<file path="src/hw/rtl/slt_pkg.sv">
// Shared types, codes and decode helpers for the string literal transcoder.
// Used by the front decoder, the result queue and the top level.
`timescale 1ns / 1ps

package slt_pkg;

	// unit_mode encodings (3 behaves as 2)
	localparam logic [1:0] MODE_RAW   = 2'd0;
	localparam logic [1:0] MODE_UTF16 = 2'd1;
	localparam logic [1:0] MODE_UTF32 = 2'd2;

	// error codes reported on the done result
	localparam logic [1:0] ERR_NONE      = 2'd0;
	localparam logic [1:0] ERR_HEX_EMPTY = 2'd1;
	localparam logic [1:0] ERR_BAD_UTF8  = 2'd2;
	localparam logic [1:0] ERR_TRUNC     = 2'd3;

	localparam logic [7:0] CH_BACKSLASH = 8'h5C;
	localparam logic [7:0] CH_X         = 8'h78;

	localparam logic [31:0] SUPP_BASE   = 32'h0001_0000;
	localparam logic [31:0] SURR_HI     = 32'h0000_D800;
	localparam logic [31:0] SURR_LO     = 32'h0000_DC00;

	localparam int QUEUE_DEPTH = 4;
	localparam int QPTR_W      = $clog2(QUEUE_DEPTH);
	localparam int QCNT_W      = $clog2(QUEUE_DEPTH + 1);

	typedef logic [1:0] mode_t;

	typedef struct packed {
		logic [31:0] code_unit;
		logic        unit_valid;
		logic        literal_done;
		logic [1:0]  error_code;
	} item_t;

	// up to two results written into the queue in one cycle
	typedef struct packed {
		logic [1:0] num;
		item_t      item0;
		item_t      item1;
	} push_req_t;

	function automatic logic [31:0] mask_unit(logic [31:0] v, mode_t m);
		logic [31:0] r;
		r = v;
		if (m == MODE_RAW) begin
			r = {24'd0, v[7:0]};
		end else if (m == MODE_UTF16) begin
			r = {16'd0, v[15:0]};
		end
		return r;
	endfunction

	function automatic item_t unit_item(logic [31:0] v, mode_t m);
		item_t it;
		it.code_unit    = mask_unit(v, m);
		it.unit_valid   = 1'b1;
		it.literal_done = 1'b0;
		it.error_code   = ERR_NONE;
		return it;
	endfunction

	function automatic logic [7:0] named_escape(logic [7:0] b);
		logic [7:0] r;
		case (b)
			8'h61: r = 8'd7;   // a
			8'h62: r = 8'd8;   // b
			8'h74: r = 8'd9;   // t
			8'h6E: r = 8'd10;  // n
			8'h76: r = 8'd11;  // v
			8'h66: r = 8'd12;  // f
			8'h72: r = 8'd13;  // r
			8'h65: r = 8'd27;  // e
			default: r = b;
		endcase
		return r;
	endfunction

	function automatic logic [1:0] keep_first(logic [1:0] cur, logic [1:0] e);
		return (cur == ERR_NONE) ? e : cur;
	endfunction

endpackage

</file>
<file path="src/hw/rtl/string_literal_transcoder_core.sv">
// Top level of the string literal transcoder: mode register, front decoder
// and result queue. Depends on slt_pkg, slt_front and slt_queue.
`timescale 1ns / 1ps

// Usage
//   s_axis: one literal body byte per request in tdata; tlast marks the end
//     request, which carries no byte and closes the literal.
//   m_axis: up to two results per request. tdata has the code unit and error
//     code, tuser says whether a unit is carried, tlast marks the done
//     result that ends each literal and reports its first error.
//   cfg: write unit_mode (0 bytes, 1 UTF-16, 2 or 3 UTF-32) while idle.
// Output: a result is written into the queue when its input is taken and
//   shows on m_axis once it heads the queue. Throughput: one input byte
//   per cycle while s_axis_tready is high. A byte that yields two results
//   (a closed escape then a unit, or a surrogate pair) writes both at once;
//   the output drains one result per cycle from a four-entry queue.
// Stall: when m_axis_tready is low the queue fills; s_axis_tready drops
//   while fewer than two entries are free, so nothing is lost.
// Reset: arst_n clears the decode state, the queue and unit_mode (to 0).

module string_literal_transcoder_core (
	input  logic        clk,
	input  logic        arst_n,
	// input stream
	input  logic        s_axis_tvalid,
	output logic        s_axis_tready,
	input  logic [7:0]  s_axis_tdata,   // [7:0] text_byte
	input  logic        s_axis_tlast,   // end_marker
	// result stream
	output logic        m_axis_tvalid,
	input  logic        m_axis_tready,
	output logic [39:0] m_axis_tdata,   // [31:0] code_unit, [33:32] error_code, zero pad
	output logic        m_axis_tuser,   // [0] unit_valid
	output logic        m_axis_tlast,   // literal_done
	// configuration
	input  logic        cfg_valid,
	output logic        cfg_ready,
	input  logic [1:0]  cfg_data        // unit_mode
);
	import slt_pkg::*;

	mode_t     unit_mode_q;
	push_req_t push;
	logic      space_ok;
	item_t     head;

	// register is always writable; the user writes it only while idle
	assign cfg_ready = 1'b1;

	always_ff @(posedge clk or negedge arst_n) begin
		if (!arst_n) begin
			unit_mode_q <= MODE_RAW;
		end else if (cfg_valid && cfg_ready) begin
			unit_mode_q <= cfg_data;
		end
	end

	// decode each byte and push its results
	slt_front u_front (
		.clk        (clk),
		.arst_n     (arst_n),
		.in_valid   (s_axis_tvalid),
		.space_ok   (space_ok),
		.text_byte  (s_axis_tdata),
		.end_marker (s_axis_tlast),
		.unit_mode  (unit_mode_q),
		.in_ready   (s_axis_tready),
		.push       (push)
	);

	// hold results until the receiver takes them
	slt_queue u_queue (
		.clk       (clk),
		.arst_n    (arst_n),
		.push      (push),
		.space_ok  (space_ok),
		.out_valid (m_axis_tvalid),
		.out_ready (m_axis_tready),
		.out_item  (head)
	);

	assign m_axis_tdata = {6'd0, head.error_code, head.code_unit};
	assign m_axis_tuser = head.unit_valid;
	assign m_axis_tlast = head.literal_done;

endmodule

</file>
<file path="src/hw/rtl/slt_front.sv">
// Front decoder: accepts literal bytes, runs the escape / UTF-8 state and
// hands up to two results per byte to the queue. Depends on slt_pkg.
`timescale 1ns / 1ps

module slt_front (
	input  logic              clk,
	input  logic              arst_n,
	input  logic              in_valid,
	input  logic              space_ok,
	input  logic [7:0]        text_byte,
	input  logic              end_marker,
	input  slt_pkg::mode_t    unit_mode,
	output logic              in_ready,
	output slt_pkg::push_req_t push
);
	import slt_pkg::*;

	typedef enum logic [2:0] {
		ST_IDLE,
		ST_ESC,
		ST_OCT,
		ST_HEX,
		ST_UTF
	} dec_state_t;

	dec_state_t  st_q, st_n;
	logic [31:0] val_q, val_n;
	logic [1:0]  cnt_q, cnt_n;
	logic [1:0]  left_q, left_n;
	logic [1:0]  err_q, err_n;

	logic        accept;
	logic        is_oct, hex_ok, is_cont;
	logic [3:0]  hex_val;
	logic        pre_v, post0_v, post1_v, run_idle;
	item_t       pre_it, post0_it, post1_it;
	logic [31:0] cp, cp_off;

	assign in_ready = space_ok;
	assign accept   = in_valid & space_ok;

	assign is_oct  = text_byte inside {[8'h30:8'h37]};
	assign is_cont = (text_byte[7:6] == 2'b10);

	always_comb begin
		hex_ok  = 1'b1;
		hex_val = 4'd0;
		if (text_byte inside {[8'h30:8'h39]}) begin
			hex_val = 4'(text_byte - 8'h30);
		end else if (text_byte inside {[8'h61:8'h66]}) begin
			hex_val = 4'(text_byte - 8'h57);
		end else if (text_byte inside {[8'h41:8'h46]}) begin
			hex_val = 4'(text_byte - 8'h37);
		end else begin
			hex_ok = 1'b0;
		end
	end

	always_comb begin
		st_n     = st_q;
		val_n    = val_q;
		cnt_n    = cnt_q;
		left_n   = left_q;
		err_n    = err_q;
		pre_v    = 1'b0;
		post0_v  = 1'b0;
		post1_v  = 1'b0;
		run_idle = 1'b0;
		pre_it   = unit_item(val_q, unit_mode);
		post0_it = unit_item({24'd0, text_byte}, unit_mode);
		post1_it = unit_item(32'd0, unit_mode);
		cp       = 32'd0;
		cp_off   = 32'd0;

		if (end_marker) begin
			case (st_q)
				ST_OCT: pre_v = 1'b1;
				ST_HEX: begin
					if (cnt_q == 2'd0) begin
						err_n = keep_first(err_n, ERR_HEX_EMPTY);
					end else begin
						pre_v = 1'b1;
					end
				end
				ST_ESC, ST_UTF: err_n = keep_first(err_n, ERR_TRUNC);
				default: ;
			endcase
			post0_v               = 1'b1;
			post0_it.code_unit    = 32'd0;
			post0_it.unit_valid   = 1'b0;
			post0_it.literal_done = 1'b1;
			post0_it.error_code   = err_n;
			// back to reset for the next literal
			st_n   = ST_IDLE;
			val_n  = 32'd0;
			cnt_n  = 2'd0;
			left_n = 2'd0;
			err_n  = ERR_NONE;
		end else begin
			case (st_q)
				ST_ESC: begin
					if (is_oct) begin
						val_n = {29'd0, text_byte[2:0]};
						cnt_n = 2'd1;
						st_n  = ST_OCT;
					end else if (text_byte == CH_X) begin
						val_n = 32'd0;
						cnt_n = 2'd0;
						st_n  = ST_HEX;
					end else begin
						post0_v  = 1'b1;
						post0_it = unit_item({24'd0, named_escape(text_byte)}, unit_mode);
						st_n     = ST_IDLE;
					end
				end
				ST_OCT: begin
					if (is_oct) begin
						val_n = {val_q[28:0], text_byte[2:0]};
						cnt_n = cnt_q + 2'd1;
						if (cnt_n == 2'd3) begin
							pre_v  = 1'b1;
							pre_it = unit_item(val_n, unit_mode);
							st_n   = ST_IDLE;
							cnt_n  = 2'd0;
						end
					end else begin
						pre_v    = 1'b1;
						cnt_n    = 2'd0;
						run_idle = 1'b1;
					end
				end
				ST_HEX: begin
					if (hex_ok) begin
						val_n = {val_q[27:0], hex_val};
						cnt_n = 2'd1;
					end else begin
						if (cnt_q == 2'd0) begin
							err_n = keep_first(err_n, ERR_HEX_EMPTY);
						end else begin
							pre_v = 1'b1;
						end
						cnt_n    = 2'd0;
						run_idle = 1'b1;
					end
				end
				ST_UTF: begin
					if (is_cont) begin
						val_n  = {val_q[25:0], text_byte[5:0]};
						left_n = left_q - 2'd1;
						if (left_n == 2'd0) begin
							st_n    = ST_IDLE;
							cp      = val_n;
							post0_v = 1'b1;
							if (unit_mode == MODE_UTF16 && cp >= SUPP_BASE) begin
								cp_off   = cp - SUPP_BASE;
								post1_v  = 1'b1;
								post0_it = unit_item(SURR_HI + {22'd0, cp_off[19:10]}, unit_mode);
								post1_it = unit_item(SURR_LO + {22'd0, cp_off[9:0]}, unit_mode);
							end else begin
								post0_it = unit_item(cp, unit_mode);
							end
						end
					end else begin
						err_n    = keep_first(err_n, ERR_BAD_UTF8);
						left_n   = 2'd0;
						run_idle = 1'b1;
					end
				end
				default: run_idle = 1'b1;
			endcase

			if (run_idle) begin
				st_n = ST_IDLE;
				if (text_byte == CH_BACKSLASH) begin
					st_n = ST_ESC;
				end else if (unit_mode == MODE_RAW || !text_byte[7]) begin
					post0_v  = 1'b1;
					post0_it = unit_item({24'd0, text_byte}, unit_mode);
				end else if (text_byte >= 8'hF0) begin
					val_n  = {29'd0, text_byte[2:0]};
					left_n = 2'd3;
					st_n   = ST_UTF;
				end else if (text_byte >= 8'hE0) begin
					val_n  = {28'd0, text_byte[3:0]};
					left_n = 2'd2;
					st_n   = ST_UTF;
				end else if (text_byte >= 8'hC0) begin
					val_n  = {27'd0, text_byte[4:0]};
					left_n = 2'd1;
					st_n   = ST_UTF;
				end else begin
					err_n = keep_first(err_n, ERR_BAD_UTF8);
				end
			end
		end
	end

	// pack results: a closing escape unit always goes first
	always_comb begin
		push.num   = 2'd0;
		push.item0 = post0_it;
		push.item1 = post1_it;
		if (accept) begin
			if (pre_v) begin
				push.item0 = pre_it;
				push.item1 = post0_it;
				push.num   = post0_v ? 2'd2 : 2'd1;
			end else if (post0_v) begin
				push.num = post1_v ? 2'd2 : 2'd1;
			end
		end
	end

	always_ff @(posedge clk or negedge arst_n) begin
		if (!arst_n) begin
			st_q   <= ST_IDLE;
			val_q  <= 32'd0;
			cnt_q  <= 2'd0;
			left_q <= 2'd0;
			err_q  <= ERR_NONE;
		end else if (accept) begin
			st_q   <= st_n;
			val_q  <= val_n;
			cnt_q  <= cnt_n;
			left_q <= left_n;
			err_q  <= err_n;
		end
	end

endmodule

</file>
<file path="src/hw/rtl/slt_queue.sv">
// Result queue between decoder and output: two writes, one read per cycle.
// The head entry drives the output channel directly. Depends on slt_pkg.
`timescale 1ns / 1ps

module slt_queue (
	input  logic               clk,
	input  logic               arst_n,
	input  slt_pkg::push_req_t push,
	output logic               space_ok,
	output logic               out_valid,
	input  logic               out_ready,
	output slt_pkg::item_t     out_item
);
	import slt_pkg::*;

	item_t               mem [QUEUE_DEPTH];
	logic [QPTR_W-1:0]   wr_ptr_q, rd_ptr_q;
	logic [QCNT_W-1:0]   count_q;
	logic                pop;
	logic [QPTR_W-1:0]   wr_ptr_1;

	assign out_valid = (count_q != '0);
	assign pop       = out_valid & out_ready;
	assign out_item  = mem[rd_ptr_q];
	assign wr_ptr_1  = wr_ptr_q + QPTR_W'(1);
	// room for the worst case of two results
	assign space_ok  = (count_q <= QCNT_W'(QUEUE_DEPTH - 2));

	always_ff @(posedge clk) begin
		if (push.num != 2'd0) begin
			mem[wr_ptr_q] <= push.item0;
		end
		if (push.num == 2'd2) begin
			mem[wr_ptr_1] <= push.item1;
		end
	end

	always_ff @(posedge clk or negedge arst_n) begin
		if (!arst_n) begin
			wr_ptr_q <= '0;
			rd_ptr_q <= '0;
			count_q  <= '0;
		end else begin
			wr_ptr_q <= wr_ptr_q + QPTR_W'(push.num);
			if (pop) begin
				rd_ptr_q <= rd_ptr_q + QPTR_W'(1);
			end
			count_q <= count_q + QCNT_W'(push.num) - QCNT_W'(pop);
		end
	end

endmodule

</file>
<file path="config.mk">
export PLATFORM = sky130hd
export DESIGN_NAME = string_literal_transcoder_core
export DESIGN_NICKNAME = d
export VERILOG_FILES = /design/src/hw/rtl/slt_pkg.sv /design/src/hw/rtl/string_literal_transcoder_core.sv /design/src/hw/rtl/slt_front.sv /design/src/hw/rtl/slt_queue.sv
export SDC_FILE = /design/constraint.sdc
export NUM_CORES = 1
export LEC_CHECK = 0
export ABC_CLOCK_PERIOD_IN_PS = 11300
export BUFFER_PORTS_ARGS = -buffer_cell sky130_fd_sc_hd__clkbuf_2
export CORE_MARGIN = 2
export CORE_UTILIZATION = 60
export CTS_CLUSTER_DIAMETER = 30
export DETAILED_ROUTE_END_ITERATION = 12
export PLACE_DENSITY_LB_ADDON = 0.25
export SETUP_SLACK_MARGIN = 0.05
export SLEW_MARGIN = 10
export SYNTH_ARGS = -nofsm -noshare
export SYNTH_HDL_FRONTEND = slang
export SYNTH_SLANG_ARGS = --single-unit
</file>
<file path="constraint.sdc">
create_clock -name clk -period 11.3 [get_ports clk]
set_input_delay 1.13 -clock clk [delete_from_list [all_inputs] [get_ports clk]]
set_output_delay 1.13 -clock clk [all_outputs]
set_load 0.01 [all_outputs]
</file>
**Yosys cells after proc, flatten, opt, wreduce, memory -nomap -nowiden**

Memory sizes are Yosys's and may differ from the RTL's.
Index checks and enable logic that the tools add are counted.

- Bitwise gates (word level): 2
- Eq/ne operators: 23
- Add/subtract/negate cells: 13
- Magnitude comparators: 12
- Reductions and logical operators: 19
- Mux-type cells: 132

Operators with widths:

| operator | number |
|---|---|
| $mux 32 | 22 |
| $mux 36 | 16 |
| $pmux 32 s4 | 1 |
| $eq 8x7->1 const B | 10 |
| $mux 74 | 1 |
| $mux 72 | 1 |
| $pmux 36 s2 | 1 |
| $mux 2 | 34 |
| $pmux 8 s8 | 1 |
| $mux 3 | 12 |
| $add 16x10->17 const A | 2 |
| $ge 32x17->1 const B | 1 |
| $mux 1 | 30 |
| $ge 8x8->1 const B | 3 |
| $mux 12 | 2 |
| $ne 4x2->1 const B | 5 |
| $sub 20x17->20 const B | 1 |
| $ge 8x7->1 const B | 2 |
| $le 8x6->1 const B | 2 |
| $le 8x7->1 const B | 2 |
| $mux 4 | 3 |
| $logic_not 2->1 | 5 |
| $pmux 3 s3 | 1 |
| $ge 8x6->1 const B | 1 |
| 28 further kinds | 42 |

- Memory bits (writable): 144
- Bits of input ports: 16
- Output and inout bits: 45
- Logic and storage cells: 211
- Register bits after elaboration: 50
- Memories: 1

Memories:

| memory | depth | bits a word | read ports | clocked after memory_dff | write ports | line | source |
|---|---|---|---|---|---|---|---|
| u_queue.mem | 4 | 36 | 1 | 0 | 2 | slt_queue.sv:16 | `item_t mem [QUEUE_DEPTH];` |

**Depth between registers and ports, before layout**

Gate-level depths: netlist of the first run.

- Depth after elaboration: 17
- Gate-level depth with buffers: 15
- Depth with buffers taken out: 14

**Cells and area by module**

A second synthesis of the first run with hierarchy kept.

- Cell total of the unflattened synthesis: 980
- Area total of the unflattened synthesis: 11910.2 um^2

Modules (own cells, without submodules):

| module | area an instance (um^2) | times used | cells each | sequential area each (um^2) |
|---|---|---|---|---|
| slt_queue | 7398.3 | 1 | 392 | 4499.3 |
| slt_front | 4379.2 | 1 | 575 | 1026.0 |
| string_literal_transcoder_core | 132.6 | 1 | 13 | 50.0 |

**Worst setup path before layout of the first run**

OpenSTA, ideal clock, no wires.

- Path kind: input port to flip-flop
- From: in s_axis_tdata[0]
- To: mem u_queue.mem[0][0] (netlist bit), enable pin
- Stages: 10
- Required time: 10.863 ns
- Path buffers: 1
- Library setup time: 0.437 ns
- Data arrival time: 4.796 ns
- Setup slack: 6.067 ns
- Cell sequence: clkbuf_1 > inv_1 > ha_1 > o21bai_1 > a21oi_1 > nor3_1 > o211ai_2 > nand2_1 > o21ai_0 > o21bai_1

RTL lines:

| what | line | source |
|---|---|---|
| start: declaration | string_literal_transcoder_core.sv:27 | `input logic [7:0] s_axis_tdata,` |
| end: declaration | slt_queue.sv:16 |  |

==> results.json, run 1 <==
{
  "grt.total_usage": 0.278,
  "final.period_utilization": 0.413,
  "floorplan.initialDensity": 0.608,
  "crit_path_setup_slack_layout_ns": 6.63,
  "post_cts.resized_instances": 0,
  "post-cts-setup-buffer-count": 0,
  "route.final.wire_length_um": 26100,
  "power.combinational.fraction": 0.314,
  "final_antenna_net_count": 0,
  "dr.first_iter.drc_count": 1054,
  "internal-power_uw": 1500,
  "routed_via_density": 6.71,
  "min_period_ns": 4.67,
  "cp.required_ns": 11.36,
  "grt_pass1_wl_um": 42000,
  "layout.core_utilization": 0.658,
  "io_buffers": 53,
  "syn_area_per_cell_um2": 11.0,
  "p_leak_uw": 0.00436,
  "fill_cells": 1327,
  "critical_path_class": "in2reg",
  "final_net_count": 994,
  "reg_area_um2": 5580,
  "synth-edff-count": 144,
  "floorplan.io_pins": 61,
  "largest_net_degree_at_the_start_of_global_routing": 51,
  "final_layout_size_suffix_gt1_frac": 0.173,
  "gpl.final_weighted_congestion": 0.948,
  "power_frac_clock": 0.267,
  "critPathMaxFanout": 36,
  "htreeDepth": 4,
  "drt_pre_antenna_iters": 9,
  "number_of_placed_instances_taps_included": 1176,
  "worst_hold_path_type": "reg2reg",
  "cts_tree": "built",
  "power.switching_fraction": 0.352,
  "synth_flop_cell": "edfxtp_1",
  "worstSetupEndpointType": "flip-flop",
  "detailed_place_hpwl_um": 16900,
  "worstSetupStartpointType": "input pin",
  "tritoncts_num_sinks": 194,
  "timing_worst_slew_pin_value_ns": 1.17,
  "dp_worst_setup_slack_ns": 6.22,
  "fin_worst_skew_ns": 0.0136,
  "clk_latency_ns": 0.45,
  "core.rowCount": 49,
  "critPathArrivalTime_ns": 4.73,
  "clk_pin_slew_worst_paths_ns": 0.08,
  "fin_tns_setup_ns": 0,
  "switching_power_uw": 815,
  "outcome": "complete, no violations",
  "maximum_number_of_buffers_from_clock_root_to_sink": 2,
  "drt-wirelength-per-cell_um": 21.6,
  "flow.area_growth_from_synthesis_pct": 8.29,
  "finalSetupViolCount": 0,
  "power-per-cell-area_nw_per_um2": 197,
  "most_frequent_cells_in_the_layout": "edfxtp_1, nor2_1, o21ai_0",
  "cts_made_buffers": 17,
  "synth_seq_cells": 194,
  "synth.distinct_cells": 76,
  "overall_die_height_um": 139,
  "clk_root_buffer_cell": "clkbuf_16",
  "num_vias": 8103,
  "synth.yosys.seq_area_share": 0.513,
  "synthesis.yosys.warnings": 0,
  "die-area_um2": 19200,
  "grt_setup_unrepaired": "no",
  "antenna_found_initial": 0,
  "power.sequential.fraction": 0.420,
  "cap_viol_max_count": 0,
  "die_w_um": 139,
  "synth_async_sr_flop_share": 0.258,
  "max_clock_freq_ghz": 0.214,
  "antennaDiodeCount": 0,
  "multi_input_area_um2": 4860,
  "timing_max_transition_violations_final": 0,
  "leading_cell_type_in_the_layout_fill_and_taps_excluded": "edfxtp_1",
  "worst_voltage_drop_across_the_vdd_grid_mv": 0.135,
  "grt_overflow": 0,
  "postSynthCellCount": 986,
  "coreArea_um2": 17900,
  "slew_headroom": 0.219,
  "sum_of_internal_switching_and_leakage_power_uw": 2320,
  "finalHoldViolations": 0,
  "synth_area_um2": 10900,
  "cell_count_final_fillers_out": 1208,
  "drc_markers": 0,
  "grt_pass1_vias": 7579,
  "cts-hold-fix-buffers": 0
}
## area by class of cell
cell class	count	share of cell area
inverters	19	0.00605
flip-flops and latches	194	0.473
clock inverters	15	0.0161
well taps	229	0.0243
clock buffers	17	0.0361
multi-input cells	667	0.413
repair buffers	67	0.0314
## power by group through the flow
stage          clock [µW]  sequential [µW]  combinational, µW
6_report              617              971                726
5_1_grt               651              982                789
4_1_cts               623              970                733
3_5_place_dp            0              985                730
3_3_place_gp            0              981                722
2_1_floorplan           0              934                541
## Yosys cell counts (all sizes together) (4+ instances only)
| library cell | number | area [µm²] |
|---|---|---|
| a21oi | 37 | 189 |
| nor2 | 127 | 477 |
| ha | 11 | 138 |
| nand3 | 21 | 105 |
| o22ai | 10 | 62.6 |
| a2111oi | 4 | 91.3 |
| inv | 19 | 71.3 |
| o211ai | 4 | 35.0 |
| clkbuf | 81 | 304 |
| a2bb2oi | 17 | 149 |
| a31oi | 6 | 37.5 |
| a222oi | 28 | 280 |
| mux4 | 36 | 811 |
| nand2b | 9 | 56.3 |
| a211oi | 5 | 50.1 |
| o32ai | 4 | 35.0 |
| nor3b | 5 | 37.5 |
| xnor2 | 6 | 52.6 |
| a21o | 6 | 45.0 |
| dfrtp | 50 | 1250 |
| mux2 | 8 | 90.1 |
| nand3b | 5 | 37.5 |
| mux2i | 41 | 410 |
| edfxtp | 144 | 4320 |
| or3 | 4 | 25.0 |
| nand2 | 73 | 274 |
| or2 | 5 | 31.3 |
| a22o | 6 | 52.6 |
| nand4 | 5 | 31.3 |
| nor2b | 5 | 31.3 |
| buf | 30 | 158 |
| o21ai | 86 | 430 |
| and2 | 7 | 43.8 |
| o31ai | 6 | 45.0 |
| nor4 | 6 | 37.5 |
| nor3 | 12 | 70.1 |
## logic make-up (layout without fill, tap and decap cells)
| logic type | after synthesis | in the layout | share of synthesized area |
|---|---|---|---|
| flops | 194 | 194 | 0.513 |
| other cells | 2 | 7 | 0.000690 |
| mux | 85 | 85 | 0.121 |
| fa+ha+maj | 12 | 12 | 0.0145 |
| xor+xnor | 9 | 9 | 0.00725 |
| simple gates | 302 | 302 | 0.130 |
| buf+inv | 130 | 118 | 0.0490 |
| compound gates | 252 | 252 | 0.165 |
## critical path, stage by stage
cell and delay [ns]:
clkbuf_2 0.25, inv_1 0.12, ha_1 0.30, o21bai_1 0.20, a21oi_1 0.16, nor3_1 0.60, o211ai_2 0.38, a21oi_1 0.32
o221ai_1 0.29, nor2_4 0.93
## path summary, 6_finish.rpt
path	from	slack (ns)	to	cells after the start
max	s_axis_tdata[0]	6.63	u_queue.mem[3][29]$_DFFE_PP_	10
max in group asynchronous	arst_n	10.06	u_queue.rd_ptr_q[0]$_DFFE_PN0P_	2
max reg2reg	u_front.st_q[0]$_DFFE_PN0P_	6.99	u_queue.mem[0][28]$_DFFE_PP_	8
min	u_front.val_q[29]$_DFFE_PN0P_	0.49	u_front.val_q[29]$_DFFE_PN0P_	2
min reg2reg	u_front.val_q[29]$_DFFE_PN0P_	0.49	u_front.val_q[29]$_DFFE_PN0P_	2
min in group asynchronous	arst_n	0.78	u_front.st_q[2]$_DFFE_PN0P_	2
## registers in the layout (all words and copies together) (netlist names)
signal,flops
u_front.err_q,2
u_queue.rd_ptr_q,2
u_queue.mem,144
u_front.left_q,2
u_queue.wr_ptr_q,2
unit_mode_q,2
u_front.cnt_q,2
u_front.val_q,32
u_front.st_q,3
u_queue.count_q,3
## layer usage
layer	global-route usage	share of wire	up-vias
met2	0.425	0.47	374
met3	0.0504	0.073	44
met5	0	0	-
met1	0.417	0.44	4001
met4	0.0787	0.020	0
li1	-	-	3684
## metrics by stage
| step | cell area, µm² | hold slack, ns |
|---|---|---|
| 2_1_floorplan | 10900 | 0.450 |
| 3_3_place_gp | 11200 | 0.462 |
| 3_5_place_dp | 11200 | 0.475 |
| 4_1_cts | 11800 | 0.492 |
| 5_1_grt | 11800 | 0.523 |
| 6_report | 11800 | 0.489 |
Power figures use the tool's default switching activity.
==> inputs of run 2 (changes only) <==
--- a/config.mk
+++ b/config.mk
@@ -5,7 +5,7 @@
 export SDC_FILE = /design/constraint.sdc
 export NUM_CORES = 1
 export LEC_CHECK = 0
-export ABC_CLOCK_PERIOD_IN_PS = 11300
+export ABC_CLOCK_PERIOD_IN_PS = 4700
 export BUFFER_PORTS_ARGS = -buffer_cell sky130_fd_sc_hd__clkbuf_2
 export CORE_MARGIN = 2
 export CORE_UTILIZATION = 60
==> constraint.sdc (replaced) <==
create_clock -name clk -period 4.7 [get_ports clk]
set_input_delay 0.47 -clock clk [delete_from_list [all_inputs] [get_ports clk]]
set_output_delay 0.47 -clock clk [all_outputs]
set_load 0.01 [all_outputs]
==> results.json, run 2 (same netlist as run 1, synthesis figures left out) <==
{
  "fin_worst_skew_ns": 0.0149,
  "final_layout_size_suffix_gt1_frac": 0.186,
  "critical_path.reg2reg.endpoint": "u_queue.count_q[2]$_DFF_PN0_",
  "power-per-cell-area_nw_per_um2": 467,
  "grt_pass1_wl_um": 43200,
  "largest-register": "u_queue.mem",
  "slew_headroom": 0.469,
  "worstSetupStartpointType": "flip-flop",
  "holdWs_ns": 0.116,
  "detailed_place_hpwl_um": 18000,
  "power_frac_clock": 0.262,
  "grt.total_usage": 0.285,
  "min_period_ns": 3.56,
  "drt-wirelength-per-cell_um": 22.0,
  "io_buffers": 53,
  "most_frequent_cells_in_the_layout": "edfxtp_1, nor2_1, o21ai_0",
  "route.final.wire_length_um": 26900,
  "worst_hold_path_type": "in2async",
  "dr.first_iter.drc_count": 1121,
  "finalSetupViolCount": 0,
  "num_vias": 8175,
  "largest_net_degree_at_the_start_of_global_routing": 51,
  "worstSetupEndpointType": "flip-flop",
  "cap_viol_max_count": 0,
  "fin_area_um2": 11900,
  "antennaDiodeCount": 0,
  "core.rowCount": 49,
  "rr_startpoint": "u_front.st_q[0]$_DFFE_PN0P_",
  "reg_top3": "u_queue.mem x144, u_front.val_q x32",
  "floorplan.initialDensity": 0.608,
  "switching_power_uw": 1950,
  "post_cts.resized_instances": 0,
  "cp.required_ns": 5.03,
  "r2r_cells": 10,
  "clk_latency_ns": 0.45,
  "tritoncts_num_sinks": 194,
  "placed_cell_area_um2": 11300,
  "finalHoldViolations": 0,
  "post-cts-setup-buffer-count": 0,
  "final_antenna_net_count": 0,
  "p_leak_uw": 0.00446,
  "floorplan.io_pins": 61,
  "fin_tns_setup_ns": 0,
  "drt_pre_antenna_iters": 12,
  "leading_cell_type_in_the_layout_fill_and_taps_excluded": "edfxtp_1",
  "die_w_um": 139,
  "final.period_utilization": 0.758,
  "outcome": "complete, no violations",
  "cts-hold-fix-buffers": 0,
  "grt_setup_unrepaired": "no",
  "grt_pass1_vias": 7760,
  "largest_register_ffs": 144,
  "overall_die_height_um": 139,
  "cts_made_buffers": 17,
  "critical_path_class": "reg2reg",
  "timing_max_transition_violations_final": 0,
  "critPathMaxFanout": 14,
  "maximum_number_of_buffers_from_clock_root_to_sink": 2,
  "die-area_um2": 19200,
  "internal-power_uw": 3620,
  "max_clock_freq_ghz": 0.281,
  "worst_voltage_drop_across_the_vdd_grid_mv": 0.286,
  "drc_markers": 0,
  "flow.area_growth_from_synthesis_pct": 9.56,
  "clk_root_buffer_cell": "clkbuf_16",
  "power.switching_fraction": 0.350,
  "routed_via_density": 6.67,
  "critPathArrivalTime_ns": 3.89,
  "setup.reg_to_reg.worst_slack_ns": 1.14,
  "timing_worst_slew_pin_value_ns": 0.794,
  "coreArea_um2": 17900,
  "layout.core_utilization": 0.666,
  "cts_tree": "built",
  "power.sequential.fraction": 0.428,
  "power.combinational.fraction": 0.310,
  "gpl.final_weighted_congestion": 0.987,
  "antenna_found_initial": 0,
  "htreeDepth": 4,
  "grt_overflow": 0,
  "final_net_count": 1011,
  "clk_pin_slew_worst_paths_ns": 0.08
}
## run 2: area by class of cell
type	count	area [µm²]
Multi-Input combinational cell	667	4850
Inverter	19	71.3
Tap cell	229	287
Timing Repair Buffer	84	523
Clock inverter	15	180
Fill cell	1305	5980
Sequential cell	194	5580
Clock buffer	17	425
## run 2: routing by layer
layer,up-vias,GRT usage,part of all wire
met4,0,0.105,0.024
li1,3713,-,-
met3,58,0.0383,0.079
met5,-,0,0
met1,3987,0.426,0.43
met2,417,0.435,0.47
## run 2: per-stage QoR
step | setup slack (ns) | cells | total power [µW]
finish | 1.14 | 1225 | 5570
global route | 0.981 | 1225 | 5820
floorplan | 0.127 | 991 | 3550
detailed placement | 0.834 | 1193 | 4150
CTS | 1.15 | 1225 | 5580
global placement | 0.903 | 1193 | 4110
## run 2: worst max-delay path by stage
stage                                            from                            to  slack [ns]  cells past startpoint
after floorplan                       s_axis_tdata[0]   u_queue.mem[0][0]$_DFFE_PP_        0.13                     10
after global placement                s_axis_tdata[0]  u_queue.count_q[2]$_DFF_PN0_        0.90                     13
after detailed placement              s_axis_tdata[0]  u_queue.count_q[2]$_DFF_PN0_        0.83                     13
after CTS                 u_front.st_q[0]$_DFFE_PN0P_  u_queue.count_q[2]$_DFF_PN0_        1.15                     10
after global routing                  s_axis_tdata[0]  u_queue.count_q[2]$_DFF_PN0_        0.98                     13
final                     u_front.st_q[0]$_DFFE_PN0P_  u_queue.count_q[2]$_DFF_PN0_        1.14                     10
## run 2: worst max-delay path: stages, from the launching register on
cell and delay (ns):
dfrtp_1 0.55, or3b_1 0.55, or3_1 0.53, a211oi_4 0.26
a21oi_2 0.15, a21oi_1 0.26, nand2_1 0.12, ha_1 0.31
fa_1 0.43, xor2_1 0.16, xnor2_1 0.12
## run 2: power groups by stage
stage / Combinational (µW) / Clock [µW] / Sequential (µW)
4_1_cts: 1730 / 1460 / 2380
3_3_place_gp: 1710 / 0 / 2410
3_5_place_dp: 1730 / 0 / 2420
5_1_grt: 1860 / 1540 / 2420
2_1_floorplan: 1300 / 0 / 2250
6_report: 1730 / 1460 / 2380
